## src/design/box_with_most_points_select_core_defines.svh

```systemverilog
// ---------------------------------------------------------------------------
// Box with most points select - assertion macros
// Shared assertion helpers for the select core. Clock i_clk, reset i_rst_n.
// ---------------------------------------------------------------------------
`ifndef BOX_WITH_MOST_POINTS_SELECT_CORE_DEFINES_SVH
`define BOX_WITH_MOST_POINTS_SELECT_CORE_DEFINES_SVH

// same-cycle implication
`define BWMP_ASSERT_NOW(label, ante, cons, msg) \
    label: assert property (@(posedge i_clk) disable iff (!i_rst_n) \
        (ante) |-> (cons)) else $error(msg);

// next-cycle implication
`define BWMP_ASSERT_NEXT(label, ante, cons, msg) \
    label: assert property (@(posedge i_clk) disable iff (!i_rst_n) \
        (ante) |=> (cons)) else $error(msg);

`endif

```

## src/design/bwmp_pkg.sv

```systemverilog
// ---------------------------------------------------------------------------
// Box with most points select - package
// Field widths, box bound bundle and sequencer states.
// ---------------------------------------------------------------------------
package bwmp_pkg;

    localparam int COORD_W   = 16;
    localparam int EDGE_W    = 12;
    localparam int FRAC_W    = 4;
    localparam int BOX_OUT_W = 6;
    localparam int CNT_OUT_W = 8;

    localparam logic CMD_POINT = 1'b0;
    localparam logic CMD_BOX   = 1'b1;

    typedef struct packed {
        logic [COORD_W-1:0] lo_x;
        logic [COORD_W:0]   hi_x;
        logic [COORD_W-1:0] lo_y;
        logic [COORD_W:0]   hi_y;
    } t_bounds;

    typedef enum logic [3:0] {
        S_IDLE = 4'b0001,
        S_SCAN = 4'b0010,
        S_LAST = 4'b0100,
        S_DONE = 4'b1000
    } t_state;

endpackage

```

## src/design/bwmp_ram.sv

```systemverilog
// ---------------------------------------------------------------------------
// Box with most points select - generic RAM
// One write port, one read port, registered read data.
// ---------------------------------------------------------------------------
module bwmp_ram #(
    parameter int WIDTH = 32,
    parameter int DEPTH = 128
) (
    input  logic                                      i_clk,
    input  logic                                      i_we,
    input  logic [((DEPTH > 1) ? $clog2(DEPTH) : 1)-1:0] i_waddr,
    input  logic [WIDTH-1:0]                          i_wdata,
    input  logic [((DEPTH > 1) ? $clog2(DEPTH) : 1)-1:0] i_raddr,
    output logic [WIDTH-1:0]                          o_rdata
);

    logic [WIDTH-1:0] r_mem [DEPTH];
    logic [WIDTH-1:0] r_rdata;

    always_ff @(posedge i_clk) begin
        if (i_we) begin
            r_mem[i_waddr] <= i_wdata;
        end
        r_rdata <= r_mem[i_raddr];
    end

    assign o_rdata = r_rdata;

endmodule

```

## src/design/bwmp_cmp.sv

```systemverilog
// ---------------------------------------------------------------------------
// Box with most points select - inside test
// Strict containment compare of one stored point against the box bounds.
// ---------------------------------------------------------------------------
module bwmp_cmp (
    input  logic [bwmp_pkg::COORD_W-1:0] i_px,
    input  logic [bwmp_pkg::COORD_W-1:0] i_py,
    input  bwmp_pkg::t_bounds            i_bounds,
    output logic                         o_hit
);

    logic in_x;
    logic in_y;

    assign in_x  = (i_bounds.lo_x < i_px) && ({1'b0, i_px} < i_bounds.hi_x);
    assign in_y  = (i_bounds.lo_y < i_py) && ({1'b0, i_py} < i_bounds.hi_y);
    assign o_hit = in_x && in_y;

endmodule

```

## src/design/box_with_most_points_select_core.sv

```systemverilog
// ---------------------------------------------------------------------------
// Box with most points select - core
// Stores landmark points, counts points strictly inside each candidate box
// and reports the box with the most points at the end of a box run.
//
// Channel   Direction  Handshake        Payload
// command   in         start / busy     i_cmd .. i_last_box
// result    out        o_done strobe    o_best_box, o_best_count, o_overflow
//
// A point transfer is stored in the cycle it is taken; busy stays low.
// A box transfer scans the point store through one RAM read port and one
// compare unit, one point per cycle, with busy high until the box finishes.
// A box beyond the run capacity is not scanned; busy stays low.
// The result strobe is registered: it comes in the cycle after the last box finishes.
// Reset clears the point count, the run and the sticky drop flag behind
// o_overflow (not o_overflow itself); no clearing pass. The receiver cannot stall the result.
// ---------------------------------------------------------------------------
`include "box_with_most_points_select_core_defines.svh"

module box_with_most_points_select_core #(
    parameter int MAX_POINTS = 128,
    parameter int MAX_BOXES  = 64
) (
    input  logic                                 i_clk,
    input  logic                                 i_rst_n,
    input  logic                                 start,
    output logic                                 busy,
    input  logic                                 i_cmd,
    input  logic                                 i_first_point,
    input  logic [bwmp_pkg::COORD_W-1:0]         i_point_x,
    input  logic [bwmp_pkg::COORD_W-1:0]         i_point_y,
    input  logic [bwmp_pkg::EDGE_W-1:0]          i_box_left,
    input  logic [bwmp_pkg::EDGE_W-1:0]          i_box_top,
    input  logic [bwmp_pkg::EDGE_W-1:0]          i_box_width,
    input  logic [bwmp_pkg::EDGE_W-1:0]          i_box_height,
    input  logic                                 i_last_box,
    output logic                                 o_done,
    output logic [bwmp_pkg::BOX_OUT_W-1:0]       o_best_box,
    output logic [bwmp_pkg::CNT_OUT_W-1:0]       o_best_count,
    output logic                                 o_overflow
);

    localparam int COORD_W   = bwmp_pkg::COORD_W;
    localparam int EDGE_W    = bwmp_pkg::EDGE_W;
    localparam int FRAC_W    = bwmp_pkg::FRAC_W;
    localparam int BOX_OUT_W = bwmp_pkg::BOX_OUT_W;
    localparam int CNT_OUT_W = bwmp_pkg::CNT_OUT_W;
    localparam int AW        = (MAX_POINTS > 1) ? $clog2(MAX_POINTS) : 1;
    localparam int CW        = $clog2(MAX_POINTS + 1);
    localparam int BW        = (MAX_BOXES > 1) ? $clog2(MAX_BOXES) : 1;
    localparam int PW        = $clog2(MAX_BOXES + 1);

    bwmp_pkg::t_state  r_state, n_state;
    bwmp_pkg::t_bounds r_bounds, n_bounds;

    logic [CW-1:0] r_total, n_total;
    logic [CW-1:0] r_idx, n_idx;
    logic [CW-1:0] r_hits, n_hits;
    logic          r_pend, n_pend;
    logic [PW-1:0] r_pos, n_pos;
    logic [BW-1:0] r_lead_idx, n_lead_idx;
    logic [CW-1:0] r_lead_cnt, n_lead_cnt;
    logic          r_dropped, n_dropped;
    logic          r_last, n_last;

    logic                 r_done, n_done;
    logic [BW-1:0]        r_best_box, n_best_box;
    logic [CW-1:0]        r_best_cnt, n_best_cnt;
    logic                 r_ovf, n_ovf;

    logic                 accept;
    logic                 we;
    logic [AW-1:0]        waddr;
    logic [2*COORD_W-1:0] rdata;
    logic                 hit;
    logic [EDGE_W:0]      right;
    logic [EDGE_W:0]      bottom;
    logic                 take_lead;

    assign busy   = (r_state != bwmp_pkg::S_IDLE);
    assign accept = start && !busy;

    assign we     = accept && (i_cmd == bwmp_pkg::CMD_POINT) &&
                    (i_first_point || (r_total < CW'(MAX_POINTS)));
    assign waddr  = i_first_point ? '0 : r_total[AW-1:0];
    assign right  = {1'b0, i_box_left} + {1'b0, i_box_width};
    assign bottom = {1'b0, i_box_top} + {1'b0, i_box_height};

    bwmp_ram #(
        .WIDTH (2 * COORD_W),
        .DEPTH (MAX_POINTS)
    ) u_store (
        .i_clk   (i_clk),
        .i_we    (we),
        .i_waddr (waddr),
        .i_wdata ({i_point_x, i_point_y}),
        .i_raddr (r_idx[AW-1:0]),
        .o_rdata (rdata)
    );

    bwmp_cmp u_cmp (
        .i_px     (rdata[2*COORD_W-1:COORD_W]),
        .i_py     (rdata[COORD_W-1:0]),
        .i_bounds (r_bounds),
        .o_hit    (hit)
    );

    assign take_lead = (r_pos == '0) || (r_hits > r_lead_cnt);

    always_comb begin
        n_state    = r_state;
        n_bounds   = r_bounds;
        n_total    = r_total;
        n_idx      = r_idx;
        n_hits     = r_hits;
        n_pend     = r_pend;
        n_pos      = r_pos;
        n_lead_idx = r_lead_idx;
        n_lead_cnt = r_lead_cnt;
        n_dropped  = r_dropped;
        n_last     = r_last;
        n_done     = 1'b0;
        n_best_box = r_best_box;
        n_best_cnt = r_best_cnt;
        n_ovf      = r_ovf;
        case (r_state)
            bwmp_pkg::S_IDLE: begin
                if (accept && (i_cmd == bwmp_pkg::CMD_POINT)) begin
                    if (i_first_point) begin
                        n_total = CW'(1);
                    end else if (r_total < CW'(MAX_POINTS)) begin
                        n_total = r_total + CW'(1);
                    end else begin
                        n_dropped = 1'b1;
                    end
                end else if (accept) begin
                    if (r_pos < PW'(MAX_BOXES)) begin
                        n_bounds.lo_x = {i_box_left, FRAC_W'(0)};
                        n_bounds.hi_x = {right, FRAC_W'(0)};
                        n_bounds.lo_y = {i_box_top, FRAC_W'(0)};
                        n_bounds.hi_y = {bottom, FRAC_W'(0)};
                        n_last  = i_last_box;
                        n_idx   = '0;
                        n_hits  = '0;
                        n_pend  = 1'b0;
                        n_state = bwmp_pkg::S_SCAN;
                    end else begin
                        n_dropped = 1'b1;
                        if (i_last_box) begin
                            n_done     = 1'b1;
                            n_best_box = r_lead_idx;
                            n_best_cnt = r_lead_cnt;
                            n_ovf      = 1'b1;
                            n_pos      = '0;
                            n_lead_idx = '0;
                            n_lead_cnt = '0;
                        end
                    end
                end
            end
            bwmp_pkg::S_SCAN: begin
                n_hits = r_hits + CW'(hit && r_pend);
                if (r_idx < r_total) begin
                    n_idx  = r_idx + CW'(1);
                    n_pend = 1'b1;
                end else begin
                    n_state = bwmp_pkg::S_LAST;
                end
            end
            bwmp_pkg::S_LAST: begin
                n_pend  = 1'b0;
                n_state = bwmp_pkg::S_DONE;
            end
            bwmp_pkg::S_DONE: begin
                n_state = bwmp_pkg::S_IDLE;
                if (take_lead) begin
                    n_lead_idx = r_pos[BW-1:0];
                    n_lead_cnt = r_hits;
                end
                n_pos = r_pos + PW'(1);
                if (r_last) begin
                    n_done     = 1'b1;
                    n_best_box = take_lead ? r_pos[BW-1:0] : r_lead_idx;
                    n_best_cnt = take_lead ? r_hits : r_lead_cnt;
                    n_ovf      = r_dropped;
                    n_pos      = '0;
                    n_lead_idx = '0;
                    n_lead_cnt = '0;
                end
            end
            default: begin
                n_state = bwmp_pkg::S_IDLE;
            end
        endcase
    end

    always_ff @(posedge i_clk) begin
        if (!i_rst_n) begin
            r_state    <= bwmp_pkg::S_IDLE;
            r_total    <= '0;
            r_idx      <= '0;
            r_hits     <= '0;
            r_pend     <= 1'b0;
            r_pos      <= '0;
            r_lead_idx <= '0;
            r_lead_cnt <= '0;
            r_dropped  <= 1'b0;
            r_done     <= 1'b0;
        end else begin
            r_state    <= n_state;
            r_total    <= n_total;
            r_idx      <= n_idx;
            r_hits     <= n_hits;
            r_pend     <= n_pend;
            r_pos      <= n_pos;
            r_lead_idx <= n_lead_idx;
            r_lead_cnt <= n_lead_cnt;
            r_dropped  <= n_dropped;
            r_done     <= n_done;
        end
    end

    always_ff @(posedge i_clk) begin
        r_bounds   <= n_bounds;
        r_last     <= n_last;
        r_best_box <= n_best_box;
        r_best_cnt <= n_best_cnt;
        r_ovf      <= n_ovf;
    end

    assign o_done       = r_done;
    assign o_best_box   = BOX_OUT_W'(r_best_box);
    assign o_best_count = CNT_OUT_W'(r_best_cnt);
    assign o_overflow   = r_ovf;

    `BWMP_ASSERT_NOW(a_hits_le_idx, 1'b1, r_hits <= r_idx,
        "hit count exceeds points read")
    `BWMP_ASSERT_NOW(a_idx_le_total, busy, r_idx <= r_total,
        "scan index beyond stored points")
    `BWMP_ASSERT_NOW(a_total_cap, 1'b1, r_total <= CW'(MAX_POINTS),
        "point count beyond capacity")
    `BWMP_ASSERT_NOW(a_done_idle, o_done, !busy,
        "result strobe while busy")
    `BWMP_ASSERT_NEXT(a_scan_end,
        (r_state == bwmp_pkg::S_SCAN) && (r_idx == r_total),
        r_state == bwmp_pkg::S_LAST,
        "scan did not end after last point")

endmodule

```

## config.mk

```make
export PLATFORM = sky130hd
export DESIGN_NAME = box_with_most_points_select_core
export DESIGN_NICKNAME = d
export VERILOG_FILES = /design/src/design/bwmp_pkg.sv /design/src/design/bwmp_ram.sv /design/src/design/bwmp_cmp.sv /design/src/design/box_with_most_points_select_core.sv
export VERILOG_INCLUDE_DIRS = /design/src /design/src/design
export SDC_FILE = /design/constraint.sdc
export NUM_CORES = 2
export LEC_CHECK = 0
export BUFFER_PORTS_ARGS = -buffer_cell sky130_fd_sc_hd__buf_2
export CORE_MARGIN = 4
export CORE_UTILIZATION = 57
export CTS_CLUSTER_DIAMETER = 200
export DETAILED_ROUTE_END_ITERATION = 16
export GPL_ROUTABILITY_DRIVEN = 0
export PLACE_DENSITY = 0.73
export SLEW_MARGIN = 20
export SYNTH_ARGS = -nofsm -noshare
export SYNTH_HDL_FRONTEND = slang
export SYNTH_HIERARCHICAL = 1
export SYNTH_SLANG_ARGS = --single-unit
export TNS_END_PERCENT = 50
```

## constraint.sdc

```tcl
create_clock -name i_clk -period 5.7 [get_ports i_clk]
set_input_delay 0.855 -clock i_clk [delete_from_list [all_inputs] [get_ports i_clk]]
set_output_delay 0.855 -clock i_clk [all_outputs]
set_load 0.1 [all_outputs]
```

==> impl_metrics.sql <==
INSERT INTO impl_metrics (metric_group, metric, value, unit) VALUES
('run_status', 'run_status', 'finished, final reports clean', ''),
('worst_setup_path', 'critPathKind', 'reg -> reg', ''),
('floorplanning', 'floorplan.die.width', '544', 'um'),
('finish', 'commonest_non_fill_non_tap_cell_in_the_layout', 'sky130_fd_sc_hd__edfxtp_1', ''),
('power_and_ir_drop', 'vdd_drop_max', '0.261', 'mV'),
('timing', 'period_needed', '4100', 'ps'),
('job', 'max_cap_violations', '0', ''),
('synthesis', 'edff_count_synth', '4162', ''),
('global_routing', 'pin_count_of_the_biggest_net_entering_global_routing', '111', ''),
('clock_network', 'clockRootBuffer', 'sky130_fd_sc_hd__clkbuf_16', ''),
('synthesis', 'syn_area', '0.164', 'sq mm'),
('worst_hold_path', 'min-delay-start', 'i_last_box', ''),
('power_and_ir_drop', 'power_leakage', '55.6', 'nW'),
('placed_design', 'place.port_buffers', '102', ''),
('routing', 'wl', '418000', 'um'),
('timing', 'fin_crit_sh', '72.0', '%'),
('timing', 'final.setup_skew', '63.3', 'ps'),
('worst_setup_path', 'critical_path.endpoint_type', 'register', ''),
('timing', 'fmax', '244', 'MHz'),
('power_and_ir_drop', 'powerDensity', '339', 'mW/mm^2'),
('timing', 'finalHoldViolCount', '0', ''),
('synthesis', 'post_synth_top_flop', 'sky130_fd_sc_hd__edfxtp_1', ''),
('finish', 'layout.nets', '7365', ''),
('worst_setup_path', 'critical_path.slowest_cell', 'sky130_fd_sc_hd__nor2_4', ''),
('clock_network', 'cts.clk_slew.worst_paths', '70', 'ps'),
('worst_setup_path', 'cells_along_the_critical_path', 'inv_1, nor2_1, nor2b_1, nand3_2, buf_4, nor2_4, buf_4', ''),
('worst_setup_path', 'crit_start', 'r_total[1]', ''),
('routing', 'route.antenna.remaining_nets', '0', ''),
('clock_network', 'cts_num_sinks', '4246', ''),
('clock_network', 'cts_made_buffers', '402', ''),
('floorplanning', 'io_pins', '103', ''),
('worst_setup_path', 'timing.rr.start', 'r_total[1]', ''),
('clock_network', 'clock_tree.buffer_depth', '4', ''),
('synthesis', 'yosysWarningCount', '6', ''),
('routing', 'post_drt_via_cell_ratio', '6.87', ''),
('power_and_ir_drop', 'netSwitchingPower', '0.0124', 'W'),
('synthesis', 'synth_cell_types', '72', ''),
('worst_setup_path', 'endpoint', 'u_store/r_mem[35][4]', ''),
('global_routing', 'grt-ovfl-total', '0', ''),
('power_and_ir_drop', 'power.internal', '0.0501', 'W'),
('worst_setup_path', 'critPathMaxStageDelay', '840', 'ps'),
('global_routing', 'via_count_of_the_first_global_routing_pass', '76500', ''),
('power_and_ir_drop', 'combinationalPowerShare', '1.8', '%'),
('routing', 'routedWlPerCell', '37.0', 'um'),
('worst_setup_path', 'timing.critical_path.from_type', 'register', ''),
('timing', 'worst-slew-pin-transition', '1190', 'ps'),
('clock_network', 'tritoncts', 'yes', ''),
('clock_network', 'h-tree-depth', '5', ''),
('clock_network', 'post_cts.resized_instances', '0', ''),
('timing', 'timing.max_slew.rel_slack', '20.6', '%'),
('finish', 'final_core_util', '64.7', '%'),
('synthesis', 'synth_seq_cells', '4246', ''),
('timing', 'final_hold_slack', '185', 'ps'),
('global_routing', 'grt_first_pass_wirelength', '591000', 'um'),
('synthesis', 'syn_inst', '6726', ''),
('floorplanning', 'row_count', '196', ''),
('power_and_ir_drop', 'pwr-share-seq', '54.9', '%'),
('synthesis', 'synth_area_per_cell', '24.3', 'sq um'),
('worst_hold_path', 'hold_crit_class', 'in -> reg', ''),
('floorplanning', 'chipHeight', '544', 'um'),
('timing', 'setup_repair_after_global_routing_missed_its_margin', 'no', ''),
('worst_setup_path', 'r2r_end', 'u_store/r_mem[35][4]', ''),
('routing', 'remaining_drc_errors', '0', ''),
('placed_design', 'detailed_place_hpwl', '243000', 'um'),
('routing', 'drt_iter0_markers', '12700', ''),
('timing', 'timing.setup.tns', '0', 'ps'),
('routing', 'detailroute.via_count', '77500', ''),
('timing', 'timing.final.setup_violations', '0', ''),
('finish', 'final_layout_size_suffix_gt1_share', '33.1', '%'),
('power_and_ir_drop', 'clock_power_share', '43.3', '%'),
('global_routing', 'initial_antenna_violation_count', '49', '');
==> worst max-delay path, delay by kind of cell, from the launching register on <==
family                 cells  cell delay [ps]
AND/OR/NAND/NOR            4             2340
buffers and inverters      3              950
flip-flops                 1              430
==> layer usage <==
layer  vias to the layer above  track usage [%]  part of all wire (%)
met5                         -                0                 0.030
met4                        18             9.84                   3.9
met3                       630             7.12                    13
met2                      5428             42.8                    47
met1                     41400             41.7                    36
li1                      30000                -                     -
==> power groups by stage <==
stage / registers, W / clock network (W) / logic, W
after global placement: 0.0350 / 0 / 0.00105
after floorplan: 0.0350 / 0 / 0.000302
final: 0.0343 / 0.0271 / 0.00113
after CTS: 0.0343 / 0.0274 / 0.00111
after detailed placement: 0.0350 / 0 / 0.00111
after global routing: 0.0343 / 0.0288 / 0.00119
==> layout make-up <==
| cell class | count | area (sq um) |
|---|---|---|
| fill | 17600 | 101000 |
| antenna | 13 | 32.5 |
| clock inverter | 263 | 2850 |
| inverter | 91 | 342 |
| multi-input combinational | 2075 | 36300 |
| clock buffer | 480 | 10500 |
| sequential | 4246 | 127000 |
| tap | 3762 | 4710 |
| timing repair buffer | 356 | 3290 |
==> cells in the mapped netlist (all sizes together), types with 3 or more instances <==
master   instances  area share (%)
a2111oi          3           0.020
o21bai           3           0.014
nand2b           7           0.027
a21oi           41            0.13
a22oi            3           0.014
and3            10           0.038
o2111ai          3           0.016
a21o            19           0.087
buf            142            0.42
nor2b           12           0.046
edfxtp        4162              76
nor4b            5           0.044
o31ai            3           0.014
a211oi          12           0.063
nor4             7           0.027
xnor2           21            0.11
mux2            44            0.30
nor3            27           0.089
mux4          1344              18
a32oi            3           0.016
nand2           58            0.14
or2              3           0.011
a22o            13           0.070
or3              3           0.011
ha             105            0.80
o2bb2ai          3           0.016
o211ai           3           0.014
nor2           176            0.40
clkbuf         187            0.43
nand4b           3           0.016
xor2            14           0.075
inv             90            0.21
a31o             4           0.021
a31oi            9           0.034
nand3           34            0.10
o21ai           16           0.049
nand4           22           0.084
nand3b           5           0.023
dfxtp           84             1.0
==> state kept, by name, indices dropped and copies added, names as in the netlist <==
name and cells:
r_pos 7, r_lead_idx 6, r_state 4, r_total 8
u_store/o_rdata 32, o_done 1, o_best_count 8, r_hits 8
o_overflow 1, r_lead_cnt 8, u_store/r_mem 4096, r_dropped 1
r_bounds 50, r_idx 8, r_last 1, r_pend 1
o_best_box 6
==> through the flow <==
stage | instances | instance area [sq um] | total power [W]
floorplan | 6741 | 164000 | 0.0353
global placement | 10500 | 171000 | 0.0361
detailed placement | 10500 | 171000 | 0.0361
CTS | 11300 | 185000 | 0.0628
global route | 11300 | 185000 | 0.0643
finish | 11300 | 185000 | 0.0625
==> worst min-delay path by stage <==
stage | depth (start not counted) | slack, ps | end
after global routing | 1 | 150 | r_last
after CTS | 1 | 110 | r_last
final | 1 | 180 | r_last
after global placement | 2 | 440 | r_dropped
after floorplan | 2 | 430 | r_dropped
after detailed placement | 1 | 460 | r_lead_idx[3]
==> kinds of logic (layout without fill, tap and decap cells) <==
kind of cell	Yosys count	in the layout	share of synthesized area [%]
AND/OR/NAND/NOR	379	379	1.10
XOR/XNOR	35	35	0.187
AO/OA/AOI/OAI	150	150	0.647
multiplexers	1388	1388	18.8
other	1	29	0.00229
flip-flops	4246	4246	77.4
buffers and inverters	420	1190	1.06
adder cells (fa/ha/maj)	107	107	0.827
Note: power is estimated with default switching activity, not from simulation.
